<file path="src/rtl/core/ipr_pkg.sv">
// Shared types, codes and constants of the address reputation verdict core.
// Used by ipr_front, ipr_queue, ipr_back and the core top; depends on nothing.
package ipr_pkg;

  localparam int NET_ENTRIES_DEF  = 16;
  localparam int ASN_ENTRIES_DEF  = 16;
  localparam int CODE_ENTRIES_DEF = 32;

  localparam int IN_TDATA_W  = 216;
  localparam int OUT_TDATA_W = 72;
  localparam int CFG_IDX_W   = 3;
  localparam int CFG_DATA_W  = 16;
  localparam int NET_WORD_W  = 137;

  // Item kinds.
  localparam logic OP_CHECK = 1'b0;
  localparam logic OP_LOAD  = 1'b1;

  // Load targets.
  localparam logic [2:0] TS_ALLOW_NET  = 3'd0;
  localparam logic [2:0] TS_BLOCK_NET  = 3'd1;
  localparam logic [2:0] TS_ASN        = 3'd2;
  localparam logic [2:0] TS_FLAG_CODE  = 3'd3;
  localparam logic [2:0] TS_ALLOW_CODE = 3'd4;
  localparam logic [2:0] TS_BLOCK_CODE = 3'd5;

  // Configuration register indexes.
  localparam logic [CFG_IDX_W-1:0] CFG_ALLOW_NET_COUNT  = 3'd0;
  localparam logic [CFG_IDX_W-1:0] CFG_BLOCK_NET_COUNT  = 3'd1;
  localparam logic [CFG_IDX_W-1:0] CFG_ASN_COUNT        = 3'd2;
  localparam logic [CFG_IDX_W-1:0] CFG_FLAG_CODE_COUNT  = 3'd3;
  localparam logic [CFG_IDX_W-1:0] CFG_ALLOW_CODE_COUNT = 3'd4;
  localparam logic [CFG_IDX_W-1:0] CFG_BLOCK_CODE_COUNT = 3'd5;
  localparam logic [CFG_IDX_W-1:0] CFG_FLAG_MASK        = 3'd6;
  localparam logic [CFG_IDX_W-1:0] CFG_GEO_ENABLED      = 3'd7;

  // Verdicts and reasons.
  localparam logic [1:0] V_PASS      = 2'd0;
  localparam logic [1:0] V_FORBIDDEN = 2'd1;
  localparam logic [1:0] V_HIDDEN    = 2'd2;

  localparam logic [2:0] R_NONE      = 3'd0;
  localparam logic [2:0] R_ALLOWLIST = 3'd1;
  localparam logic [2:0] R_BLOCKLIST = 3'd2;
  localparam logic [2:0] R_NOT_WL    = 3'd3;
  localparam logic [2:0] R_FLAG      = 3'd4;
  localparam logic [2:0] R_ASN       = 3'd5;
  localparam logic [2:0] R_COUNTRY   = 3'd6;

  typedef struct packed {
    logic [4:0]  allow_net_count;
    logic [4:0]  block_net_count;
    logic [4:0]  asn_count;
    logic [5:0]  flag_code_count;
    logic [5:0]  allow_code_count;
    logic [5:0]  block_code_count;
    logic [15:0] deny_flags;
    logic        geo_enabled;
  } cfg_t;

  typedef struct packed {
    logic        op;
    logic        v6;
    logic [63:0] hi;
    logic [63:0] lo;
    logic [7:0]  prefix;
    logic        found;
    logic [15:0] cc;
    logic [15:0] nf;
    logic [31:0] asn;
    logic [2:0]  sel;
    logic [4:0]  idx;
  } item_t;

  typedef struct packed {
    logic [1:0]  verdict;
    logic [2:0]  reason_code;
    logic        geo_reached;
    logic [15:0] country_out;
    logic [15:0] flags_out;
    logic [31:0] asn_out;
  } res_t;

  function automatic int addr_w(int depth);
    return (depth > 1) ? $clog2(depth) : 1;
  endfunction

endpackage

</file>
<file path="src/rtl/core/ipr_queue.sv">
// Two-entry queue that decouples the front end from the table walker.
// Depends on ipr_pkg.
module ipr_queue (
  input  logic           clk,
  input  logic           rst,
  input  logic           push,
  input  ipr_pkg::item_t push_item,
  output logic           full,
  output logic           valid,
  input  logic           pop,
  output ipr_pkg::item_t head
);
  import ipr_pkg::*;

  item_t      slots [2];
  logic       wptr;
  logic       rptr;
  logic [1:0] fill;

  assign full  = (fill == 2'd2);
  assign valid = (fill != 2'd0);
  assign head  = slots[rptr];

  always_ff @(posedge clk) begin
    if (rst) begin
      wptr <= 1'b0;
      rptr <= 1'b0;
      fill <= 2'd0;
    end else begin
      if (push) begin
        wptr <= ~wptr;
      end
      if (pop) begin
        rptr <= ~rptr;
      end
      case ({push, pop})
        2'b10:   fill <= fill + 2'd1;
        2'b01:   fill <= fill - 2'd1;
        default: fill <= fill;
      endcase
    end
  end

  always_ff @(posedge clk) begin
    if (push) begin
      slots[wptr] <= push_item;
    end
  end
endmodule

</file>
<file path="config.mk">
export PLATFORM = sky130hd
export DESIGN_NAME = ipr_queue
export DESIGN_NICKNAME = d
export VERILOG_FILES = /design/src/rtl/core/ipr_pkg.sv /design/src/rtl/core/ipr_queue.sv
export SDC_FILE = /design/constraint.sdc
export NUM_CORES = 1
export LEC_CHECK = 0
export BUFFER_PORTS_ARGS = -buffer_cell sky130_fd_sc_hd__buf_2
export CAP_MARGIN = 20
export CELL_PAD_IN_SITES_DETAIL_PLACEMENT = 0
export CELL_PAD_IN_SITES_GLOBAL_PLACEMENT = 1
export CORE_MARGIN = 2
export CORE_UTILIZATION = 40
export CTS_BUF_LIST = sky130_fd_sc_hd__clkbuf_16
export DETAILED_ROUTE_END_ITERATION = 8
export GPL_ROUTABILITY_DRIVEN = 0
export PLACE_DENSITY_LB_ADDON = 0.1
export SLEW_MARGIN = 25
export SYNTH_ARGS = -nofsm -noshare
export SYNTH_HDL_FRONTEND = slang
export SYNTH_SLANG_ARGS = --single-unit
export TNS_END_PERCENT = 20
</file>
<file path="constraint.sdc">
create_clock -name clk -period 10.56 [get_ports clk]
set_input_delay 1.056 -clock clk [delete_from_list [all_inputs] [get_ports clk]]
set_output_delay 1.056 -clock clk [all_outputs]
set_load 0.1 [all_outputs]
</file>
==> results.py <==
metrics = {
    "worst_setup_path": {
        "worstSetupPathType": "register to output port",
        "worstPathArrival_ps": 2880,
        "path_depth": 3,
        "critPathSlowestCell": "buf_4",
        "path_delay_family": "buffers and inverters",
        "crit_end": "head[74]",
        "crit_chain": "buf_4, mux2_2, buf_2",
        "reg2reg_from": "wptr",
        "crit_fanout": 63,
        "crit_buf_inv": 2,
        "crit_path_end_kind": "output port",
        "r2r.worst_path.cells": 3,
        "required_ps": 9500,
        "r2r_end": "slots[0][185]",
        "max_stage_delay_ps": 800,
        "r2r_slack_ps": 7500,
        "startpoint_type": "register",
    },
    "pwr": {
        "p_leak_nw": 7.28,
        "vdd_drop_max_v": 0.000132,
        "design_power_total_mw": 4.43,
        "power_density_nw_per_um2": 228,
    },
    "cts": {
        "cts.repair.resized": 0,
        "clock_latency_ps": 560,
        "cts_sinks": 427,
        "cts_buffers": 45,
        "clk_pin_slew_ps": 60,
        "htreeDepth": 2,
        "root_buffer": "clkbuf_16",
        "cts_tree": "done",
        "hold_buffers": 0,
        "post-cts-setup-buffers": 0,
        "clock_tree.buffer_depth": 3,
    },
    "grt": {
        "grt_usage_pct": 16.5,
        "grt_max_degree": 76,
        "overflow": 0,
        "grt_antenna_before_repair": 9,
        "grt_pass1_vias": 8293,
        "grt_pass1_wl_mm": 49.7,
    },
    "synth": {
        "synth_edf_count": 422,
        "synth_most_common_cell": "edfxtp_1",
        "synthTopCellsByArea": "edfxtp_1 (82%), mux2_2 (15%), buf_6 (1.4%)",
        "synthCells": 678,
        "synthMuxAreaShare_pct": 15.3,
        "ys_ff_latch": 427,
        "yosysUniqueCellTypes": 17,
        "syn_avg_cell_area_um2": 22.9,
        "synthSimpleGateAreaFrac_pct": 0.299,
        "syn-cell-area_um2": 15500,
        "synth_top_area_share_pct": 81.8,
        "ys_seq_area_share_pct": 82.4,
        "ys_async_sr_fraction_pct": 0,
        "synth_xor_area_share_pct": 0.226,
        "synth_common_cells": "edfxtp_1 (422), mux2_2 (211), buf_6 (19)",
        "synth_adder_area_share_pct": 0.0807,
        "ys_warn_count": 0,
        "yosys.area.top_type": "edfxtp_1",
        "synth_top_family_by_area": "multiplexers",
        "synth_compound_area_share_pct": 0.0646,
        "ys.flop_type": "edfxtp_1",
        "synth.net_count": 894,
    },
    "finish": {
        "final_cells": 1694,
        "drive_gt1_share_pct": 60.2,
        "syn_to_final_growth_pct": 25.7,
        "stdcell_area_um2": 19500,
        "nets": 1354,
        "nFillCells": 3306,
    },
    "sta": {
        "clock_skew_ps": 13.3,
        "setup_viol": 0,
        "finalWorstSetupSlack_ps": 6630,
        "rsz0062_at_grt": "false",
        "setup_tns_ps": 0,
        "tightestPinTransition_ps": 983,
        "max-slew-margin-rel_pct": 34.5,
        "layout_min_cycle_time_ps": 3930,
        "slew_violations": 0,
        "finalCritPeriodShare_pct": 37.3,
        "fmax_ghz": 0.254,
        "final-hold-violation-count": 0,
    },
    "routing": {
        "drt-total-wl_mm": 33.6,
        "via_per_inst": 4.66,
        "post_drt_wl_per_cell_um": 19.9,
        "route.detailed.drc": 0,
        "dr.pass1.iters": 4,
        "ant_nets": 0,
        "vias": 7891,
        "dr.first_iter.drc_count": 369,
    },
    "die": {
        "start_util_pct": 40.3,
        "die-area_um2": 40300,
        "rows": 72,
        "die_h_um": 201,
        "core_region_area_um2": 38500,
        "die_width_um": 201,
        "io_pins": 428,
    },
    "placement": {
        "postPlaceCellArea_um2": 18100,
        "place_worst_setup_slack_ps": 6540,
        "io_buffer_count": 427,
        "place_hpwl_mm": 22.2,
        "place_inst": 1609,
    },
    "run_status": {
        "status": "finished, final reports clean",
    },
    "hold_path": {
        "hold_path_class": "register to register",
    },
    "flow_run": {
        "drv_cap": 0,
    },
}
## placed cells by master, fill, tap and decap left out, types with 3 or more instances in the layout
cell,netlist,final
clkinv_2,0,5
nor2_1,5,4
clkbuf_16,0,47
buf_2,2,427
dfxtp_1,5,4
diode_2,0,5
inv_1,1,17
clkinv_1,0,11
edfxtp_1,422,422
mux2_2,211,211
buf_4,2,7
xnor2_1,3,3
## per-stage QoR
step / utilization (%) / hold slack (ps)
after floorplan: - / 456
after global placement: 47.1 / 477
after detailed placement: 47.2 / 488
after CTS: 50.6 / 496
after global routing: 50.6 / 541
final: 50.6 / 490
## tightest hold or removal path: cells and delay by family, from the launching register on
kind | cells | cell delay [ps]
flip-flops | 1 | 320
AO/OA/AOI/OAI | 2 | 130
## worst min path at each step
stage	to	startpoint	cells past startpoint
floorplan	fill[1]	fill[1]	2
global placement	fill[1]	fill[1]	2
detailed placement	fill[1]	fill[1]	2
CTS	fill[1]	fill[1]	2
global route	register	rptr	2
finish	fill[1]	fill[1]	2
## state kept, by name, summed over array words and instances (netlist names), named ones only
| signal | count |
|---|---|
| slots | 422 |
| fill | 2 |
| rptr | 1 |
| wptr | 1 |
## per-layer routing
metal	track usage, %	share of wire (%)
met5	0	0.15
met4	6.80	3.0
met3	6.17	9.0
met2	27.1	49
met1	19.5	39
## cells by family (layout without fill, tap and decap cells)
| logic type | after synthesis | after routing |
|---|---|---|
| simple gates | 9 | 9 |
| flops | 427 | 427 |
| buf+inv | 24 | 517 |
| fa+ha+maj | 1 | 1 |
| xor+xnor | 4 | 4 |
| other cells | 0 | 5 |
| compound gates | 2 | 2 |
| mux | 211 | 211 |
## final cells by class
type | count | area [µm²] | area share (%)
flip-flops and latches | 427 | 12800 | 65.6
multi-input cells | 227 | 2490 | 12.8
clock buffers | 47 | 1180 | 6.04
diodes | 5 | 12.5 | 0.0643
well taps | 518 | 648 | 3.33
inverters | 1 | 3.75 | 0.0193
repair buffers | 436 | 2230 | 11.4
clock inverters | 33 | 135 | 0.694
## power by group
part	switching, mW	leakage (nW)	internal, mW
clock network	0.608	0.706	0.796
registers	0.0256	4.00	1.98
logic	0.841	2.58	0.182
total	1.48	7.28	2.96
Power figures use the tool's default switching activity.
