$ cat config.mk
export PLATFORM = sky130hd
export DESIGN_NAME = ipr_front
export DESIGN_NICKNAME = d
export VERILOG_FILES = /design/src/rtl/core/ipr_pkg.sv /design/src/rtl/core/ipr_front.sv
export SDC_FILE = /design/constraint.sdc
export NUM_CORES = 1
export LEC_CHECK = 0
export BUFFER_PORTS_ARGS = -buffer_cell sky130_fd_sc_hd__buf_2
export CAP_MARGIN = 0
export CELL_PAD_IN_SITES_DETAIL_PLACEMENT = 0
export CELL_PAD_IN_SITES_GLOBAL_PLACEMENT = 1
export CORE_AREA = 2 2 166 168
export DETAILED_ROUTE_END_ITERATION = 6
export DIE_AREA = 0 0 168 170
export PLACE_DENSITY = 0.63
export SETUP_SLACK_MARGIN = 0.15
export SLEW_MARGIN = 20
export SYNTH_ARGS = -nofsm -noshare
export SYNTH_HDL_FRONTEND = slang
export SYNTH_SLANG_ARGS = --single-unit
$ cat constraint.sdc
create_clock -name vclk -period 2.4
set_input_delay 0.24 -clock vclk [all_inputs]
set_output_delay 0.24 -clock vclk [all_outputs]
set_load 0.05 [all_outputs]
$ cat src/rtl/core/ipr_pkg.sv
// Shared types, codes and constants of the address reputation verdict core.
// Used by ipr_front, ipr_queue, ipr_back and the core top; depends on nothing.
package ipr_pkg;

  localparam int NET_ENTRIES_DEF  = 16;
  localparam int ASN_ENTRIES_DEF  = 16;
  localparam int CODE_ENTRIES_DEF = 32;

  localparam int IN_TDATA_W  = 216;
  localparam int OUT_TDATA_W = 72;
  localparam int CFG_IDX_W   = 3;
  localparam int CFG_DATA_W  = 16;
  localparam int NET_WORD_W  = 137;

  // Item kinds.
  localparam logic OP_CHECK = 1'b0;
  localparam logic OP_LOAD  = 1'b1;

  // Load targets.
  localparam logic [2:0] TS_ALLOW_NET  = 3'd0;
  localparam logic [2:0] TS_BLOCK_NET  = 3'd1;
  localparam logic [2:0] TS_ASN        = 3'd2;
  localparam logic [2:0] TS_FLAG_CODE  = 3'd3;
  localparam logic [2:0] TS_ALLOW_CODE = 3'd4;
  localparam logic [2:0] TS_BLOCK_CODE = 3'd5;

  // Configuration register indexes.
  localparam logic [CFG_IDX_W-1:0] CFG_ALLOW_NET_COUNT  = 3'd0;
  localparam logic [CFG_IDX_W-1:0] CFG_BLOCK_NET_COUNT  = 3'd1;
  localparam logic [CFG_IDX_W-1:0] CFG_ASN_COUNT        = 3'd2;
  localparam logic [CFG_IDX_W-1:0] CFG_FLAG_CODE_COUNT  = 3'd3;
  localparam logic [CFG_IDX_W-1:0] CFG_ALLOW_CODE_COUNT = 3'd4;
  localparam logic [CFG_IDX_W-1:0] CFG_BLOCK_CODE_COUNT = 3'd5;
  localparam logic [CFG_IDX_W-1:0] CFG_FLAG_MASK        = 3'd6;
  localparam logic [CFG_IDX_W-1:0] CFG_GEO_ENABLED      = 3'd7;

  // Verdicts and reasons.
  localparam logic [1:0] V_PASS      = 2'd0;
  localparam logic [1:0] V_FORBIDDEN = 2'd1;
  localparam logic [1:0] V_HIDDEN    = 2'd2;

  localparam logic [2:0] R_NONE      = 3'd0;
  localparam logic [2:0] R_ALLOWLIST = 3'd1;
  localparam logic [2:0] R_BLOCKLIST = 3'd2;
  localparam logic [2:0] R_NOT_WL    = 3'd3;
  localparam logic [2:0] R_FLAG      = 3'd4;
  localparam logic [2:0] R_ASN       = 3'd5;
  localparam logic [2:0] R_COUNTRY   = 3'd6;

  typedef struct packed {
    logic [4:0]  allow_net_count;
    logic [4:0]  block_net_count;
    logic [4:0]  asn_count;
    logic [5:0]  flag_code_count;
    logic [5:0]  allow_code_count;
    logic [5:0]  block_code_count;
    logic [15:0] deny_flags;
    logic        geo_enabled;
  } cfg_t;

  typedef struct packed {
    logic        op;
    logic        v6;
    logic [63:0] hi;
    logic [63:0] lo;
    logic [7:0]  prefix;
    logic        found;
    logic [15:0] cc;
    logic [15:0] nf;
    logic [31:0] asn;
    logic [2:0]  sel;
    logic [4:0]  idx;
  } item_t;

  typedef struct packed {
    logic [1:0]  verdict;
    logic [2:0]  reason_code;
    logic        geo_reached;
    logic [15:0] country_out;
    logic [15:0] flags_out;
    logic [31:0] asn_out;
  } res_t;

  function automatic int addr_w(int depth);
    return (depth > 1) ? $clog2(depth) : 1;
  endfunction

endpackage

$ cat src/rtl/core/ipr_front.sv
// Front end: unpacks an input transfer and normalises the address of a check.
// Depends on ipr_pkg.
module ipr_front (
  input  logic [ipr_pkg::IN_TDATA_W-1:0] s_tdata,
  input  logic                           s_tuser,
  output ipr_pkg::item_t                 item
);
  import ipr_pkg::*;

  logic        is_v6;
  logic [63:0] hi;
  logic [63:0] lo;
  logic        mapped;

  assign is_v6  = s_tdata[0];
  assign hi     = s_tdata[64:1];
  assign lo     = s_tdata[128:65];
  // An IPv4-mapped IPv6 address is handled as plain IPv4.
  assign mapped = (hi == 64'd0) && (lo[63:32] == 32'h0000_FFFF);

  always_comb begin
    item.op     = s_tuser;
    item.v6     = is_v6;
    item.hi     = hi;
    item.lo     = lo;
    item.prefix = s_tdata[136:129];
    item.found  = s_tdata[137];
    item.cc     = s_tdata[153:138];
    item.nf     = s_tdata[169:154];
    item.asn    = s_tdata[201:170];
    item.sel    = s_tdata[204:202];
    item.idx    = s_tdata[209:205];
    if (s_tuser == OP_CHECK) begin
      item.v6 = is_v6 && !mapped;
      if (!item.v6) begin
        item.lo = {32'd0, lo[31:0]};
      end
    end
  end
endmodule

==> reports/results.tsv, run 1 <==
stage	metric	value	unit
finish	ant diodes	0	
grt	first-pass GRT wire length	11800	um
timing	slew margin rel.	71.4	%
finish	Core Util, Final	7.77	%
power	PD cells	291	mW/mm^2
routing	Pre-antenna DRT Iters	4	
finish	fraction of layout cells with a size suffix above 1	74.7	%
placed_design	dpl hpwl	8790	um
floorplanning	row cnt	60	
finish	Layout Nets	508	
logic_synthesis	Synth Cell Area	0.00186	sq mm
status	status	complete, no violations	
finish	CLK BUF	0	
power	Peak VDD IR	0.0662	mV
worst_setup_path	WS Path Type	input pin to output pin	
floorplanning	die outline area	0.0286	sq mm
logic_synthesis	Synth Warn #	0	
worst_setup_path	crit path max fanout	15	
power	final total power	603	uW
floorplanning	IO Count	428	
worst_setup_path	Worst setup EP type	output pin	
placed_design	Post-Place Cells	629	
timing	Hold WS	0.480	ns
worst_setup_path	startpoint types	input pin	
run	MaxCap Viol Count	0	
worst_setup_path	Crit path required time	2.16	ns
floorplanning	Die Y	170	um
finish	P&R area growth vs syn	11.2	%
power	leakage	1.03	nW
grt	Tot GR Track Use	6.01	%
timing	endpoints failing setup	0	
routing	vias per cell	2.74	
routing	Final ANT Viol Nets	0	
grt	remaining global-route overflow	0	
routing	Routed WL	9900	um
timing	Worst Tran Pin Value	0.422	ns
floorplanning	Core ar.	0.0267	sq mm
grt	largest net degree at the start of global routing	27	
finish	Finished Cell Area	0.00207	sq mm
grt	initial antenna violation count	0	
finish	Cell Count, Final, Fillers Out	630	
placed_design	port bufs	196	
logic_synthesis	Cells after Synth	267	
routing	vias	1727	
logic_synthesis	Mean Syn Cell Area	6.97	sq um
timing	post-route minimum period	2.26	ns
logic_synthesis	Syn Nets	484	
timing	Final Hold Viols	0	
routing	DRC viols	0	
finish	seq_cells	0	
timing	Max Fclk	0.442	GHz
grt	vias in the first global route	1586	
worst_setup_path	Critical Path AT	2.02	ns
min_path	HP Class	input pin to output pin	
floorplanning	starting density of the core	6.99	%
finish	register area	0	sq um
placed_design	Area after DPL	0.00200	sq mm
placed_design	gp weighted congestion	0.631	
timing	period utilization	94.3	%
finish	Fill cells	3127	
logic_synthesis	sequential cell area fraction in the yosys report	0	%
logic_synthesis	synth unique cells	20	
timing	RSZ-0062 raised after global routing	yes	
routing	initial drt markers	52	
timing	Slew Viols, Final	0	
floorplanning	Die X	168	um
logic_synthesis	Synth area leaders	buf_4, and2_1, nor4_1	
routing	average wire per standard cell	15.7	um
logic_synthesis	share of the synthesized area in the top cell type	71.8	%
logic_synthesis	area leader, netlist	buf_4	
==> synth_stat cells, drive strengths merged <==
cell    number
nand4        6
nor4b        4
nand3        1
nand2       17
or2          1
or4          1
or3          1
nor2         1
a21oi       16
a21boi       1
clkbuf       4
buf        179
and4b        1
and2        16
nor4bb       1
nor4        16
nor3         1
==> worst max-delay path: stages <==
cell	delay [ns]
buf_6	0.09
or4_4	0.54
or3_4	0.41
nor4_4	0.22
buf_12	0.21
a21oi_1	0.08
buf_2	0.22
==> metrics by stage <==
stage	setup WS [ns]	setup TNS (ns)
floorplan	0.124	0
global placement	-0.0818	-1.06
detailed placement	-0.0872	-1.26
CTS	0.0880	0
global route	0.0620	0
finish	0.138	0
==> cell usage in the layout, fill, tap and decap left out, drive strengths merged <==
| cell type | n |
|---|---|
| a21boi | 1 |
| a21oi | 16 |
| and2 | 16 |
| and4b | 1 |
| buf | 205 |
| nand2 | 17 |
| nand3 | 1 |
| nand4 | 6 |
| nor2 | 1 |
| nor3 | 1 |
| nor4 | 16 |
| nor4b | 4 |
| nor4bb | 1 |
| or2 | 1 |
| or3 | 1 |
| or4 | 1 |
==> report_power, final <==
group | switching, mW | total (mW) | internal (mW)
sequential | 0 | 0 | 0
combinational | 0.450 | 0.603 | 0.153
clock | 0 | 0 | 0
total | 0.450 | 0.603 | 0.153
==> path summary, 6_finish.rpt <==
kind              slack, ns         start  cells after the start   endpoint
hold / removal         0.48  s_tdata[186]                      0   item[24]
setup / recovery       0.14  s_tdata[114]                      7  item[126]
==> metal layers <==
layer  vias up  GRT usage, %  wire length [um]
li1        747             -                 -
met1       729          5.45              3080
met2       195          11.3              4910
met3        56          2.53              1340
met4         0          3.25               571
met5         -             0                 0
==> layout make-up <==
| cell class | instances | area (sq um) | area share (%) |
|---|---|---|---|
| multi-input cells | 84 | 542 | 26.2 |
| well taps | 341 | 427 | 20.6 |
| repair buffers | 205 | 1100 | 53.2 |
==> cell families (layout without fill, tap and decap cells) <==
group | after synthesis | after routing | synth area share (%)
AND/OR/NAND/NOR | 67 | 67 | 22.1
buffers and inverters | 183 | 205 | 73.2
AO/OA/AOI/OAI | 17 | 17 | 4.70
==> timing repair <==
| item | 4_1_cts | 5_1_grt |
|---|---|---|
| endpoints found under the hold margin | 0 | 0 |
| pin swaps | 2 | 1 |
| resized for setup | 7 | 7 |
| setup buffers | 0 | 1 |
| hold buffers | 0 | 0 |
| setup endpoints to repair | 17 | 17 |
(Power assumes the default switching activity.)
==> inputs of run 2 (changes only) <==
--- a/config.mk
+++ b/config.mk
@@ -5,14 +5,15 @@
 export SDC_FILE = /design/constraint.sdc
 export NUM_CORES = 1
 export LEC_CHECK = 0
+export ABC_AREA = 1
 export BUFFER_PORTS_ARGS = -buffer_cell sky130_fd_sc_hd__buf_2
 export CAP_MARGIN = 0
 export CELL_PAD_IN_SITES_DETAIL_PLACEMENT = 0
 export CELL_PAD_IN_SITES_GLOBAL_PLACEMENT = 1
-export CORE_AREA = 2 2 166 168
+export CORE_AREA = 2 2 164 166
 export DETAILED_ROUTE_END_ITERATION = 6
-export DIE_AREA = 0 0 168 170
-export PLACE_DENSITY = 0.63
+export DIE_AREA = 0 0 166 168
+export PLACE_DENSITY = 0.66
 export SETUP_SLACK_MARGIN = 0.15
 export SLEW_MARGIN = 20
 export SYNTH_ARGS = -nofsm -noshare
==> constraint.sdc (replaced) <==
create_clock -name vclk -period 2.6
set_input_delay 0.26 -clock vclk [all_inputs]
set_output_delay 0.26 -clock vclk [all_outputs]
set_load 0.05 [all_outputs]
==> run 2 against run 1 <==
Compared with the run above:
- setup slack improved by 0.38 ns
- sequential share of layout area unchanged
- cell area increased by 3.3%
- utilization increased by 0.35 points
- global-route usage decreased by 0.74 points
- cell count increased by 14%
- non-clock buffer count decreased by 7
- count of clock-buffer cells in the layout unchanged
- die area decreased by 2.4%
- via count increased by 6.6%
- first-iteration DRC count decreased by 12%
- critical path depth increased by 2
- largest power group unchanged
==> reports/results.tsv, run 2 <==
stage	metric	value	unit	change
status	status	complete, no violations		
worst_setup_path	WS Path Type	input pin to output pin		
timing	RSZ-0062 raised after global routing	no		
min_path	HP Class	input pin to output pin		
finish	commonest non-fill, non-tap cell in the layout	buf_2		
timing	Slew Viols, Final	0		unchanged
floorplanning	IO Count	428		unchanged
placed_design	pre-CTS WS	0.319	ns	+0.406 ns
floorplanning	row cnt	60		unchanged
run	MaxCap Viol Count	0		unchanged
logic_synthesis	Commonest cells post-synth	buf_4, nor2_1, inv_1		
floorplanning	die outline area	0.0279	sq mm	-2.4%
power	Peak VDD IR	0.0725	mV	+9.5%
timing	Max Fclk	0.480	GHz	
finish	Layout Nets	596		+17%
finish	CLK BUF	0		unchanged
routing	vias per cell	2.56		-6.6%
min_path	hold path endpoint	item[16]		
logic_synthesis	Synth Cell Area	0.00209	sq mm	+12%
cts	post-CTS sizing	0		-7
finish	P&R area growth vs syn	2.52	%	
cts	post-CTS setup buffer count	0		unchanged
timing	post-route setup slack	0.517	ns	+0.379 ns
grt	grt met3 use	2.07	%	-0.47 points
timing	endpoints failing setup	0		unchanged
power	PD cells	261	mW/mm^2	-10%
grt	vias in the first global route	1740		+9.7%
grt	M1 GR Usage	4.75	%	-0.71 points
cts	CTS hold repair buffers	0		unchanged
worst_setup_path	Crit path required time	2.34	ns	+0.18 ns
routing	average wire per standard cell	11.4	um	-27%
floorplanning	Die Y	168	um	-1.2%
grt	first-pass GRT wire length	10900	um	-7.9%
finish	register area	0	sq um	unchanged
worst_setup_path	crit path max fanout	32		+17
routing	DRC viols	0		unchanged
floorplanning	starting density of the core	7.92	%	+0.93 points
routing	Routed WL	8200	um	-17%
timing	Final Hold Viols	0		unchanged
logic_synthesis	Syn Nets	577		+19%
timing	slew margin rel.	79.6	%	+8.2 points
floorplanning	Core ar.	0.0264	sq mm	-1.1%
power	final total power	559	uW	-7.3%
routing	Pre-antenna DRT Iters	4		unchanged
grt	Tot GR Track Use	5.27	%	-0.74 points
logic_synthesis	Mean Syn Cell Area	5.80	sq um	-17%
placed_design	port bufs	196		unchanged
min_path	Hold Path Origin	s_tdata[178]		
routing	Final ANT Viol Nets	0		unchanged
floorplanning	Die X	166	um	-1.2%
logic_synthesis	share of the synthesized area in the top cell type	64.0	%	-7.7 points
grt	most used routing layer	met2		
timing	TNS Setup	0	ns	unchanged
finish	most frequent cells in the layout	buf_2, nor2_1, inv_1, nand2_1, nand4_1		
grt	initial antenna violation count	2		+2
logic_synthesis	Cells after Synth	360		+35%
routing	vias	1841		+6.6%
logic_synthesis	Synth area leaders	buf_4, nor2_1, inv_1		
logic_synthesis	area leader, netlist	buf_4		
timing	period utilization	80.1	%	
logic_synthesis	Synth Warn #	0		unchanged
worst_setup_path	Critical Path AT	1.82	ns	-0.20 ns
logic_synthesis	most common cell in the netlist	buf_4		
worst_setup_path	startpoint types	input pin		
finish	seq_cells	0		unchanged
placed_design	dpl hpwl	7660	um	-13%
grt	largest net degree at the start of global routing	33		+22%
finish	fraction of layout cells with a size suffix above 1	53.3	%	-21 points
timing	Worst Tran Pin Value	0.308	ns	-0.115 ns
placed_design	gp weighted congestion	0.661		+4.7%
min_path	Hold Path Stages	0		unchanged
logic_synthesis	sequential cell area fraction in the yosys report	0	%	unchanged
logic_synthesis	synth unique cells	14		-30%
grt	GR Layer Usage met2	9.60	%	-1.7 points
power	leakage	1.29	nW	+25%
timing	post-route minimum period	2.08	ns	
routing	initial drt markers	46		-12%
worst_setup_path	Worst setup EP type	output pin		
grt	remaining global-route overflow	0		unchanged
-- run 2: cell count changes after synthesis, sizes merged, moves of 14 or more --
cell / previous run / this run
inv: 0 / 56
a21oi: 16 / 0
nor4: 16 / 0
and2: 16 / 2
nand2: 17 / 41
nor2: 1 / 72
-- run 2: worst max-delay path: stages --
cell and delay, ns:
buf_2 0.11, or2_0 0.21, nor2_1 0.11, nand3_1 0.17, nor2_1 0.26, nand2_1 0.18
nand2_8 0.22, nor2_1 0.06, buf_2 0.23
-- run 2: worst max path at each step --
stage / start / to
finish: s_tdata[2] / item[139]
global route: s_tdata[18] / item[139]
CTS: s_tdata[18] / item[115]
detailed placement: s_tdata[18] / item[139]
global placement: s_tdata[2] / item[139]
floorplan: s_tdata[40] / item[209]
-- run 2: where the power goes --
part / leakage, nW / total (mW) / internal [mW] / switching [mW]
sequential: 0 / 0 / 0 / 0
clock: 0.00000634 / 0.0000000514 / 0.0000000514 / 0
combinational: 1.29 / 0.559 / 0.137 / 0.422
total: 1.29 / 0.559 / 0.137 / 0.422
-- run 2: metrics by stage --
step,std cells,hold WS [ns],utilization [%],cell area (sq um)
finish,719,0.520,8.12,2140
global route,719,0.520,8.12,2140
detailed placement,718,0.520,8.08,2130
floorplan,360,0.674,-,2090
CTS,718,0.520,8.08,2130
global placement,718,0.520,8.08,2130
-- run 2: metal layers --
metal	vias to the layer above	routed length (um)
li1	891	-
met1	705	2530
met2	185	3880
met3	60	1140
met4	0	655
met5	-	0
-- run 2: final cells by class --
class                      instances  area (sq um)
antenna                            1          2.50
fill                            3142         24200
inverter                          56           210
multi-input combinational        123           504
tap                              341           427
timing repair buffer             198           996
-- run 2: kinds of logic after synthesis --
group / after synthesis / synth area share [%]
AO/OA/AOI/OAI: 1 / 0.360
AND/OR/NAND/NOR: 122 / 23.4
buffers and inverters: 237 / 76.3
